`src/sv/odo_pkg.sv`:
```
// odo_pkg: shared types and constants of the trapezoid odometer integrator
// payload structs, operation, outcome and register codes, multiplier widths
// no dependencies
package odo_pkg;

  // operation codes
  localparam logic [1:0] OP_SAMPLE     = 2'd0;
  localparam logic [1:0] OP_CLEAR_TRIP = 2'd1;
  localparam logic [1:0] OP_LOAD       = 2'd2;

  // outcome codes
  localparam logic [2:0] OC_ACCEPTED  = 3'd0;
  localparam logic [2:0] OC_FIRST     = 3'd1;
  localparam logic [2:0] OC_BAD_RPM   = 3'd2;
  localparam logic [2:0] OC_DUPLICATE = 3'd3;
  localparam logic [2:0] OC_GAP       = 3'd4;
  localparam logic [2:0] OC_TRIP_CLR  = 3'd5;
  localparam logic [2:0] OC_LOADED    = 3'd6;
  localparam logic [2:0] OC_UNCAL     = 3'd7;

  // configuration register indexes
  localparam logic [1:0] CFG_FACTOR  = 2'd0;
  localparam logic [1:0] CFG_MAX_RPM = 2'd1;
  localparam logic [1:0] CFG_MAX_GAP = 2'd2;

  localparam int CFG_INDEX_W = 2;
  localparam int CFG_DATA_W  = 32;

  // register reset values
  localparam logic [15:0] DEFAULT_MAX_RPM = 16'd12000;
  localparam logic [15:0] DEFAULT_MAX_GAP = 16'd10000;

  // mm per s from mm per ms
  localparam logic [16:0] SPEED_SCALE = 17'd1000;

  // shared multiplier: 49 x 17 bits covers factor x rpm sum and (factor x rpm sum) x dt
  localparam int MUL_A_W = 49;
  localparam int MUL_B_W = 17;
  localparam int MUL_P_W = MUL_A_W + MUL_B_W;

  typedef struct packed {
    logic [1:0]  operation;
    logic [15:0] motor_rpm;
    logic [31:0] sample_time_ms;
    logic [47:0] load_total_mm;
    logic [47:0] load_trip_mm;
  } odo_in_t;

  typedef struct packed {
    logic [2:0]  outcome;
    logic [47:0] total_mm;
    logic [47:0] trip_mm;
    logic [31:0] speed_mm_per_s;
    logic [31:0] accepted_count;
    logic [31:0] rejected_rpm_count;
    logic [31:0] gap_count;
    logic [15:0] previous_rpm;
  } odo_out_t;

endpackage

```
`src/sv/trapezoid_odometer_integrator.sv`:
```
// trapezoid_odometer_integrator: top level, sequencer, state and result register
// depends on odo_pkg and odo_mul
//
// usage
//   in_valid/in_ready carry one item: a speed sample, a trip clear or a load of
//   stored totals. every item gives exactly one result on out_valid/out_ready
//   with the outcome code and all distances, speed and counters after the item.
//   cfg_we/cfg_index/cfg_wdata write a register, with no read-back.
// sequencing
//   trip clear, load, unknown operations and rejected samples go straight to the output step.
//   first, duplicate and gap samples pass the speed estimate steps only.
//   integrated samples also pass the integration steps. the single 49 x 17
//   multiplier is used four times per sample, and the remainder add and
//   saturating add follow it. in_ready is high only while the sequencer is
//   idle, so one item is in work at a time; a result waiting in the output
//   register does not hold off the next item until that item is done.
// reset
//   synchronous, active low: all distances, counters and the reference are
//   cleared, factor 0 (uncalibrated), rpm limit 12000, gap limit 10000 ms.
// stall
//   while out_ready is low the result holds; a finished item waits in the
//   output stage until the register is free.
module trapezoid_odometer_integrator #(
  parameter int FRACTION_BITS = 32,
  parameter int DISTANCE_BITS = 48,
  parameter int TIME_BITS     = 32
) (
  input  logic                              clk,
  input  logic                              rst_n,
  input  logic                              in_valid,
  output logic                              in_ready,
  input  odo_pkg::odo_in_t                  in_data,
  output logic                              out_valid,
  input  logic                              out_ready,
  output odo_pkg::odo_out_t                 out_data,
  input  logic                              cfg_we,
  input  logic [odo_pkg::CFG_INDEX_W-1:0]   cfg_index,
  input  logic [odo_pkg::CFG_DATA_W-1:0]    cfg_wdata
);
  import odo_pkg::*;

  // sum of half the product and the remainder, and its whole-mm part
  localparam int SUM_W   = MUL_P_W - 1;
  localparam int WHOLE_W = SUM_W - FRACTION_BITS;
  localparam int SAT_W   = ((DISTANCE_BITS > WHOLE_W) ? DISTANCE_BITS : WHOLE_W) + 1;
  localparam logic [DISTANCE_BITS-1:0] DIST_MAX = {DISTANCE_BITS{1'b1}};
  localparam logic [SAT_W-1:0] DIST_MAX_EXT = {{(SAT_W - DISTANCE_BITS){1'b0}}, DIST_MAX};

  typedef enum logic [2:0] {
    S_IDLE,  // waiting for an item
    S_SPD1,  // factor x rpm
    S_SPD2,  // (factor x rpm) x 1000
    S_SPD3,  // speed captured, factor x rpm sum
    S_INT,   // (factor x rpm sum) x dt
    S_ACC,   // halve, add remainder, split whole mm
    S_SAT,   // saturating add into total and trip
    S_OUT    // load result register
  } state_t;

  state_t state_r;

  // configuration
  logic [31:0]              factor_r;
  logic [15:0]              max_rpm_r;
  logic [15:0]              max_gap_r;

  // architectural state
  logic [FRACTION_BITS-1:0] rem_r;
  logic [DISTANCE_BITS-1:0] total_r;
  logic [DISTANCE_BITS-1:0] trip_r;
  logic [15:0]              ref_rpm_r;
  logic [TIME_BITS-1:0]     ref_time_r;
  logic                     ref_valid_r;
  logic [31:0]              speed_r;
  logic [31:0]              accepted_ctr_r;
  logic [31:0]              bad_rpm_ctr_r;
  logic [31:0]              gap_ctr_r;

  // item in work
  logic [15:0]              rpm_r;
  logic [16:0]              rpm_sum_r;
  logic [15:0]              dt_r;
  logic [2:0]               outcome_r;
  logic                     integ_r;
  logic [WHOLE_W-1:0]       whole_r;

  // result register
  logic                     out_valid_r;
  odo_out_t                 out_data_r;
  logic                     out_load;

  // shared multiplier
  logic [MUL_A_W-1:0]       mul_a;
  logic [MUL_B_W-1:0]       mul_b;
  logic [MUL_P_W-1:0]       prod_r;

  // decode of the incoming item
  logic [15:0]              rpm_limit;
  logic [TIME_BITS-1:0]     t_cur;
  logic [TIME_BITS-1:0]     dt_cur;
  logic                     uncal;
  logic                     in_xfer;
  logic                     spd_go;

  // integration helpers
  logic [SUM_W-1:0]         acc_sum;
  logic [SAT_W-1:0]         total_sum;
  logic [SAT_W-1:0]         trip_sum;
  logic [MUL_P_W-1:0]       spd_shift;
  logic [63:0]              total_ext;
  logic [63:0]              trip_ext;

  assign in_ready  = (state_r == S_IDLE);
  assign in_xfer   = in_valid && in_ready;
  assign out_valid = out_valid_r;
  assign out_data  = out_data_r;

  // result register takes the finished item once it is empty or being read
  assign out_load  = (state_r == S_OUT) && (!out_valid_r || out_ready);

  // zero rpm limit register falls back to the default
  assign rpm_limit = (max_rpm_r == 16'd0) ? DEFAULT_MAX_RPM : max_rpm_r;
  assign t_cur     = in_data.sample_time_ms[TIME_BITS-1:0];
  assign dt_cur    = t_cur - ref_time_r;
  assign uncal     = (factor_r == 32'd0);

  // calibrated plausible sample: goes through the speed steps
  assign spd_go    = (in_data.operation == OP_SAMPLE) && !uncal &&
                     (in_data.motor_rpm <= rpm_limit);

  // trapezoid: half of the product plus the carried fraction
  assign acc_sum   = SUM_W'(prod_r[SUM_W-1:1]) + SUM_W'(rem_r);
  assign total_sum = SAT_W'(total_r) + SAT_W'(whole_r);
  assign trip_sum  = SAT_W'(trip_r) + SAT_W'(whole_r);
  assign spd_shift = prod_r >> FRACTION_BITS;
  assign total_ext = 64'(total_r);
  assign trip_ext  = 64'(trip_r);

  // multiplier operand selection per sequencer step
  always_comb begin
    case (state_r)
      S_SPD1: begin
        mul_a = MUL_A_W'(factor_r);
        mul_b = MUL_B_W'(rpm_r);
      end
      S_SPD2: begin
        mul_a = prod_r[MUL_A_W-1:0];
        mul_b = SPEED_SCALE;
      end
      S_SPD3: begin
        mul_a = MUL_A_W'(factor_r);
        mul_b = rpm_sum_r;
      end
      S_INT: begin
        mul_a = prod_r[MUL_A_W-1:0];
        mul_b = MUL_B_W'(dt_r);
      end
      default: begin
        mul_a = '0;
        mul_b = '0;
      end
    endcase
  end

  odo_mul u_mul (
    .clk    (clk),
    .mul_a  (mul_a),
    .mul_b  (mul_b),
    .prod_r (prod_r)
  );

  always_ff @(posedge clk) begin
    if (!rst_n) begin
      state_r        <= S_IDLE;
      out_valid_r    <= 1'b0;
      factor_r       <= '0;
      max_rpm_r      <= DEFAULT_MAX_RPM;
      max_gap_r      <= DEFAULT_MAX_GAP;
      rem_r          <= '0;
      total_r        <= '0;
      trip_r         <= '0;
      ref_rpm_r      <= '0;
      ref_time_r     <= '0;
      ref_valid_r    <= 1'b0;
      speed_r        <= '0;
      accepted_ctr_r <= '0;
      bad_rpm_ctr_r  <= '0;
      gap_ctr_r      <= '0;
      integ_r        <= 1'b0;
    end else begin
      if (out_load) begin
        out_valid_r <= 1'b1;
      end else if (out_ready) begin
        out_valid_r <= 1'b0;
      end

      case (state_r)
        S_IDLE: begin
          if (in_xfer) begin
            rpm_r     <= in_data.motor_rpm;
            rpm_sum_r <= 17'(ref_rpm_r) + 17'(in_data.motor_rpm);
            dt_r      <= dt_cur[15:0];
            state_r   <= spd_go ? S_SPD1 : S_OUT;
            case (in_data.operation)
              OP_SAMPLE: begin
                if (uncal) begin
                  outcome_r <= OC_UNCAL;
                end else if (in_data.motor_rpm > rpm_limit) begin
                  // implausible: drop the reference, keep the time
                  bad_rpm_ctr_r <= bad_rpm_ctr_r + 32'd1;
                  ref_time_r    <= t_cur;
                  ref_valid_r   <= 1'b0;
                  outcome_r     <= OC_BAD_RPM;
                end else begin
                  // speed estimate follows for every plausible sample
                  ref_rpm_r <= in_data.motor_rpm;
                  if (!ref_valid_r) begin
                    ref_time_r  <= t_cur;
                    ref_valid_r <= 1'b1;
                    integ_r     <= 1'b0;
                    outcome_r   <= OC_FIRST;
                  end else if (dt_cur == '0) begin
                    integ_r   <= 1'b0;
                    outcome_r <= OC_DUPLICATE;
                  end else if (32'(dt_cur) > 32'(max_gap_r)) begin
                    gap_ctr_r  <= gap_ctr_r + 32'd1;
                    ref_time_r <= t_cur;
                    integ_r    <= 1'b0;
                    outcome_r  <= OC_GAP;
                  end else begin
                    ref_time_r <= t_cur;
                    integ_r    <= 1'b1;
                    outcome_r  <= OC_ACCEPTED;
                  end
                end
              end
              OP_CLEAR_TRIP: begin
                if (uncal) begin
                  outcome_r <= OC_UNCAL;
                end else begin
                  trip_r    <= '0;
                  outcome_r <= OC_TRIP_CLR;
                end
              end
              OP_LOAD: begin
                // loads regardless of calibration
                total_r   <= DISTANCE_BITS'(in_data.load_total_mm);
                trip_r    <= DISTANCE_BITS'(in_data.load_trip_mm);
                outcome_r <= OC_LOADED;
              end
              default: begin
                outcome_r <= OC_UNCAL;
              end
            endcase
          end
        end
        S_SPD1: begin
          state_r <= S_SPD2;
        end
        S_SPD2: begin
          state_r <= S_SPD3;
        end
        S_SPD3: begin
          speed_r <= spd_shift[31:0];
          state_r <= integ_r ? S_INT : S_OUT;
        end
        S_INT: begin
          state_r <= S_ACC;
        end
        S_ACC: begin
          rem_r   <= acc_sum[FRACTION_BITS-1:0];
          whole_r <= acc_sum[SUM_W-1:FRACTION_BITS];
          state_r <= S_SAT;
        end
        S_SAT: begin
          total_r        <= (total_sum > DIST_MAX_EXT) ? DIST_MAX
                                                       : total_sum[DISTANCE_BITS-1:0];
          trip_r         <= (trip_sum > DIST_MAX_EXT) ? DIST_MAX
                                                      : trip_sum[DISTANCE_BITS-1:0];
          accepted_ctr_r <= accepted_ctr_r + 32'd1;
          state_r        <= S_OUT;
        end
        S_OUT: begin
          // wait here only while an earlier result is still unread
          if (out_load) begin
            out_data_r.outcome            <= outcome_r;
            out_data_r.total_mm           <= total_ext[47:0];
            out_data_r.trip_mm            <= trip_ext[47:0];
            out_data_r.speed_mm_per_s     <= speed_r;
            out_data_r.accepted_count     <= accepted_ctr_r;
            out_data_r.rejected_rpm_count <= bad_rpm_ctr_r;
            out_data_r.gap_count          <= gap_ctr_r;
            out_data_r.previous_rpm       <= ref_rpm_r;
            state_r                       <= S_IDLE;
          end
        end
        default: begin
          state_r <= S_IDLE;
        end
      endcase

      // configuration writes are to arrive only while idle; the block does not enforce it
      if (cfg_we) begin
        case (cfg_index)
          CFG_FACTOR: begin
            factor_r    <= cfg_wdata[31:0];
            rem_r       <= '0;
            ref_valid_r <= 1'b0;
          end
          CFG_MAX_RPM: begin
            max_rpm_r <= cfg_wdata[15:0];
          end
          CFG_MAX_GAP: begin
            max_gap_r <= cfg_wdata[15:0];
          end
          default: begin
          end
        endcase
      end
    end
  end

`ifndef NO_ASSERTIONS
  // in_ready is low in the cycle after an accepted item
  a_busy_after_xfer: assert property (@(posedge clk) disable iff (!rst_n)
    rst_n && in_xfer |=> !in_ready)
    else $error("input taken again straight after a transfer");

  // a new result only ever comes from the output step
  a_result_from_out: assert property (@(posedge clk) disable iff (!rst_n)
    rst_n && !out_valid_r |=> !out_valid_r || $past(state_r == S_OUT))
    else $error("result raised outside the output step");

  // the integrated-sample counter moves exactly once per integration
  a_accept_count: assert property (@(posedge clk) disable iff (!rst_n)
    rst_n && state_r == S_SAT |=> accepted_ctr_r == $past(accepted_ctr_r) + 32'd1)
    else $error("accepted count not bumped on integration");

  // speed estimate is written only when the speed product is ready
  a_speed_hold: assert property (@(posedge clk) disable iff (!rst_n)
    rst_n && state_r != S_SPD3 |=> $stable(speed_r))
    else $error("speed estimate changed outside its step");
`endif

endmodule

```
`src/sv/odo_mul.sv`:
```
// odo_mul: shared unsigned multiplier with a registered product
// depends on odo_pkg for the operand widths
module odo_mul (
  input  logic                         clk,
  input  logic [odo_pkg::MUL_A_W-1:0]  mul_a,
  input  logic [odo_pkg::MUL_B_W-1:0]  mul_b,
  output logic [odo_pkg::MUL_P_W-1:0]  prod_r
);
  import odo_pkg::*;

  always_ff @(posedge clk) begin
    prod_r <= MUL_P_W'(mul_a) * MUL_P_W'(mul_b);
  end

endmodule

```
`config.mk`:
```
export PLATFORM = sky130hd
export DESIGN_NAME = trapezoid_odometer_integrator
export DESIGN_NICKNAME = d
export VERILOG_FILES = /design/src/sv/odo_pkg.sv /design/src/sv/trapezoid_odometer_integrator.sv /design/src/sv/odo_mul.sv
export SDC_FILE = /design/constraint.sdc
export NUM_CORES = 2
export LEC_CHECK = 0
export BUFFER_PORTS_ARGS = -buffer_cell sky130_fd_sc_hd__buf_2
export CORE_AREA = 2 2 354 356
export DETAILED_ROUTE_END_ITERATION = 7
export DIE_AREA = 0 0 356 358
export PLACE_DENSITY = 0.64
export SYNTH_ARGS = -nofsm -noshare
export SYNTH_HDL_FRONTEND = slang
export SYNTH_SLANG_ARGS = --single-unit
```
`constraint.sdc`:
```
create_clock -name clk -period 27.1 [get_ports clk]
set_input_delay 1.355 -clock clk [delete_from_list [all_inputs] [get_ports clk]]
set_output_delay 1.355 -clock clk [all_outputs]
set_load 0.1 [all_outputs]
```
==> results.json <==
{
  "grt_overflow": 0,
  "row_count": 129,
  "synth_edf_count": 328,
  "slew_headroom_pct": 22.6,
  "cts_hold_buffers": 0,
  "period_needed_ns": 10.76,
  "hp-class": "reg2reg",
  "use_met1_pct": 40.2,
  "max_stage_delay_ns": 0.99,
  "multi_input_area_um2": 38100,
  "use_met2_pct": 47.8,
  "routed_via_density": 5.61,
  "drv_cap": 0,
  "ys_types": 92,
  "crit_arrival_ns": 11.38,
  "die_height_um": 358,
  "status": "finished, final reports clean",
  "swShare_pct": 40.6,
  "rsz0062_at_grt": "false",
  "final-seq-area_um2": 18600,
  "internal-power_mw": 2.50,
  "num_io_pins": 430,
  "p_sw_mw": 1.71,
  "dieArea_um2": 127000,
  "setup_viol": 0,
  "wl_per_cell_um": 21.5,
  "route.vias.total": 48900,
  "crit_start": "state_r[2]",
  "post_cts_buffers": 0,
  "ys_seq_area_share_pct": 30.3,
  "start_util_pct": 49.8,
  "clock_path_buffers": 3,
  "drive_gt1_share_pct": 9.83,
  "dp_hpwl_um": 144000,
  "synthesis.area_um2": 61400,
  "syn_area_per_cell_um2": 9.16,
  "port_buffers": 429,
  "cts_tree": "yes",
  "max_freq_mhz": 92.9,
  "power_leakage_nw": 30.4,
  "drt-initial-drc-count": 4462,
  "setup_tns_ns": 0,
  "grt_pass1_vias": 49300,
  "power.share.clock_pct": 29.6,
  "min_from": "speed_r[6]",
  "use_met3_pct": 4.71,
  "gp_congestion": 0.938,
  "drt-total-wl_um": 187000,
  "critPathLaunchType": "flop",
  "ys_warn_count": 0,
  "cp.required_ns": 27.72,
  "layout_common_cells": "nand2_1, inv_1, fa_1",
  "critPathMaxFanout": 49,
  "worstSetupPathType": "reg2reg",
  "synth_top_cell_area_share_pct": 23.1,
  "clockRootBuffer": "clkbuf_16",
  "dr.pass1.iters": 6,
  "cts_made_buffers": 86,
  "cts_resized": 0,
  "drc": 0,
  "final_common_cell": "nand2_1",
  "ant_nets": 0,
  "syn_inst": 6704,
  "clk_pin_slew_ns": 0.06,
  "synth_area_leaders": "fa_1, edfxtp_1, dfxtp_1",
  "cts.sinks": 767,
  "die_x_um": 356,
  "ys.flop_type": "dfxtp_1",
  "endpoint_kind": "flop",
  "clock_skew_ns": 0.0843,
  "combPwrFrac_pct": 36.9,
  "htreeDepth": 3,
  "hold_viol": 0,
  "p_seq_share_pct": 33.5,
  "final-max-slew-violation-count": 0,
  "synth_top_area_cell": "fa_1",
  "antenna_found_initial": 9,
  "areaGrowthSynthToFinish_pct": 11.1,
  "grt_pass1_wl_um": 290000,
  "grt_max_degree": 163,
  "ir_worst_vdd_mv": 0.0821,
  "r2r-start": "state_r[2]",
  "insertion_delay_ns": 0.73,
  "crit_path_frequent_cell": "fa_1",
  "synth_seq_cells": 767,
  "core_area_um2": 123000,
  "fin_area_um2": 68200,
  "fin_nets": 8206,
  "grt.busiest_layer": "met2",
  "tightestPinTransition_ns": 1.16,
  "async_reset_ff_share_pct": 0,
  "critical-path-slowest-cell": "nor3_1",
  "post-route-period-util_pct": 39.7,
  "placedInstanceArea_um2": 65200,
  "nFillCells": 11200,
  "grt_util_all_layers_pct": 29.5,
  "power.density_nw_per_um2": 61.7
}
-- power by group through the flow --
stage	Sequential [mW]	Combinational [mW]	Clock [mW]
final	1.41	1.55	1.25
after global routing	1.42	1.70	1.32
after CTS	1.41	1.54	1.26
after detailed placement	1.43	1.53	0
after global placement	1.43	1.50	0
after floorplan	1.43	1.01	0
-- cells by family after synthesis --
| family | share of synthesized area [%] |
|---|---|
| simple gates | 15.4 |
| buf+inv | 7.94 |
| compound gates | 11.4 |
| fa+ha+maj | 29.6 |
| flops | 30.3 |
| xor+xnor | 4.05 |
| mux | 1.19 |
| other cells | 0.0122 |
-- final timing paths --
check                      to  slack (ns)  cells after the start
max reg2reg  u_mul.prod_r[58]       16.34                     31
min             out_data[118]        0.40                      0
max          u_mul.prod_r[58]       16.34                     31
min reg2reg     out_data[118]        0.40                      0
-- per-stage QoR --
step	hold slack (ns)	power [mW]	utilization, %	setup slack [ns]	instances
6_report	0.397	4.21	55.3	16.34	8710
5_1_grt	0.406	4.43	55.3	15.67	8707
4_1_cts	0.396	4.21	55.3	16.45	8704
3_5_place_dp	0.409	2.96	52.8	16.54	8542
3_3_place_gp	0.407	2.93	52.8	16.71	8542
2_1_floorplan	0.400	2.44	-	14.28	6718
-- metal layers --
metal | wire length, um | up-vias | part of all wire (%)
met5 | 46 | - | 0.025
met4 | 6820 | 6 | 3.6
met3 | 14600 | 352 | 7.8
met2 | 85800 | 2002 | 46
met1 | 79600 | 24100 | 43
li1 | - | 22400 | -
-- layout make-up --
| class | count | area share (%) |
|---|---|---|
| clock inverter | 57 | 1.14 |
| multi-input combinational | 4661 | 55.9 |
| antenna | 6 | 0.0220 |
| clock buffer | 105 | 3.32 |
| inverter | 986 | 5.44 |
| sequential | 767 | 27.3 |
| timing repair buffer | 491 | 3.85 |
| tap | 1637 | 3.00 |
-- sequential cells by signal, summed over array words and instances (netlist names) --
name / flops
integ_r: 1
whole_r: 33
trip_r: 48
gap_ctr_r: 32
factor_r: 32
ref_valid_r: 1
dt_r: 16
rpm_r: 16
speed_r: 32
out_valid: 1
ref_rpm_r: 16
outcome_r: 3
rpm_sum_r: 17
state_r: 3
bad_rpm_ctr_r: 32
ref_time_r: 32
max_rpm_r: 16
total_r: 48
rem_r: 32
accepted_ctr_r: 32
out_data: 243
u_mul.prod_r: 65
max_gap_r: 16
-- cells in the mapped netlist (27+ instances only) --
cell and count:
mux2i_1 73, nor3_1 60, or3_1 27, xnor2_1 154
o21ai_0 156, ha_1 320, fa_1 708, inv_1 984
a22o_1 33, nand2b_1 33, and2_1 51, o21bai_1 30
nand3_1 94, clkbuf_1 280, edfxtp_1 328, a22oi_1 40
xor2_1 130, a21oi_1 429, and3_1 105, a221oi_1 50
a21o_1 122, nand4_1 53, dfxtp_1 439, nor2_1 488
nand2_1 1119
-- worst max-delay path, delay by kind of cell (launching register included) --
family	cells	cell delay, ns
simple gates	3	1.41
fa+ha+maj	7	3.56
buf+inv	7	1.32
compound gates	13	3.50
xor+xnor	1	0.13
flops	1	0.71
Note: power is estimated with default switching activity, not from simulation.
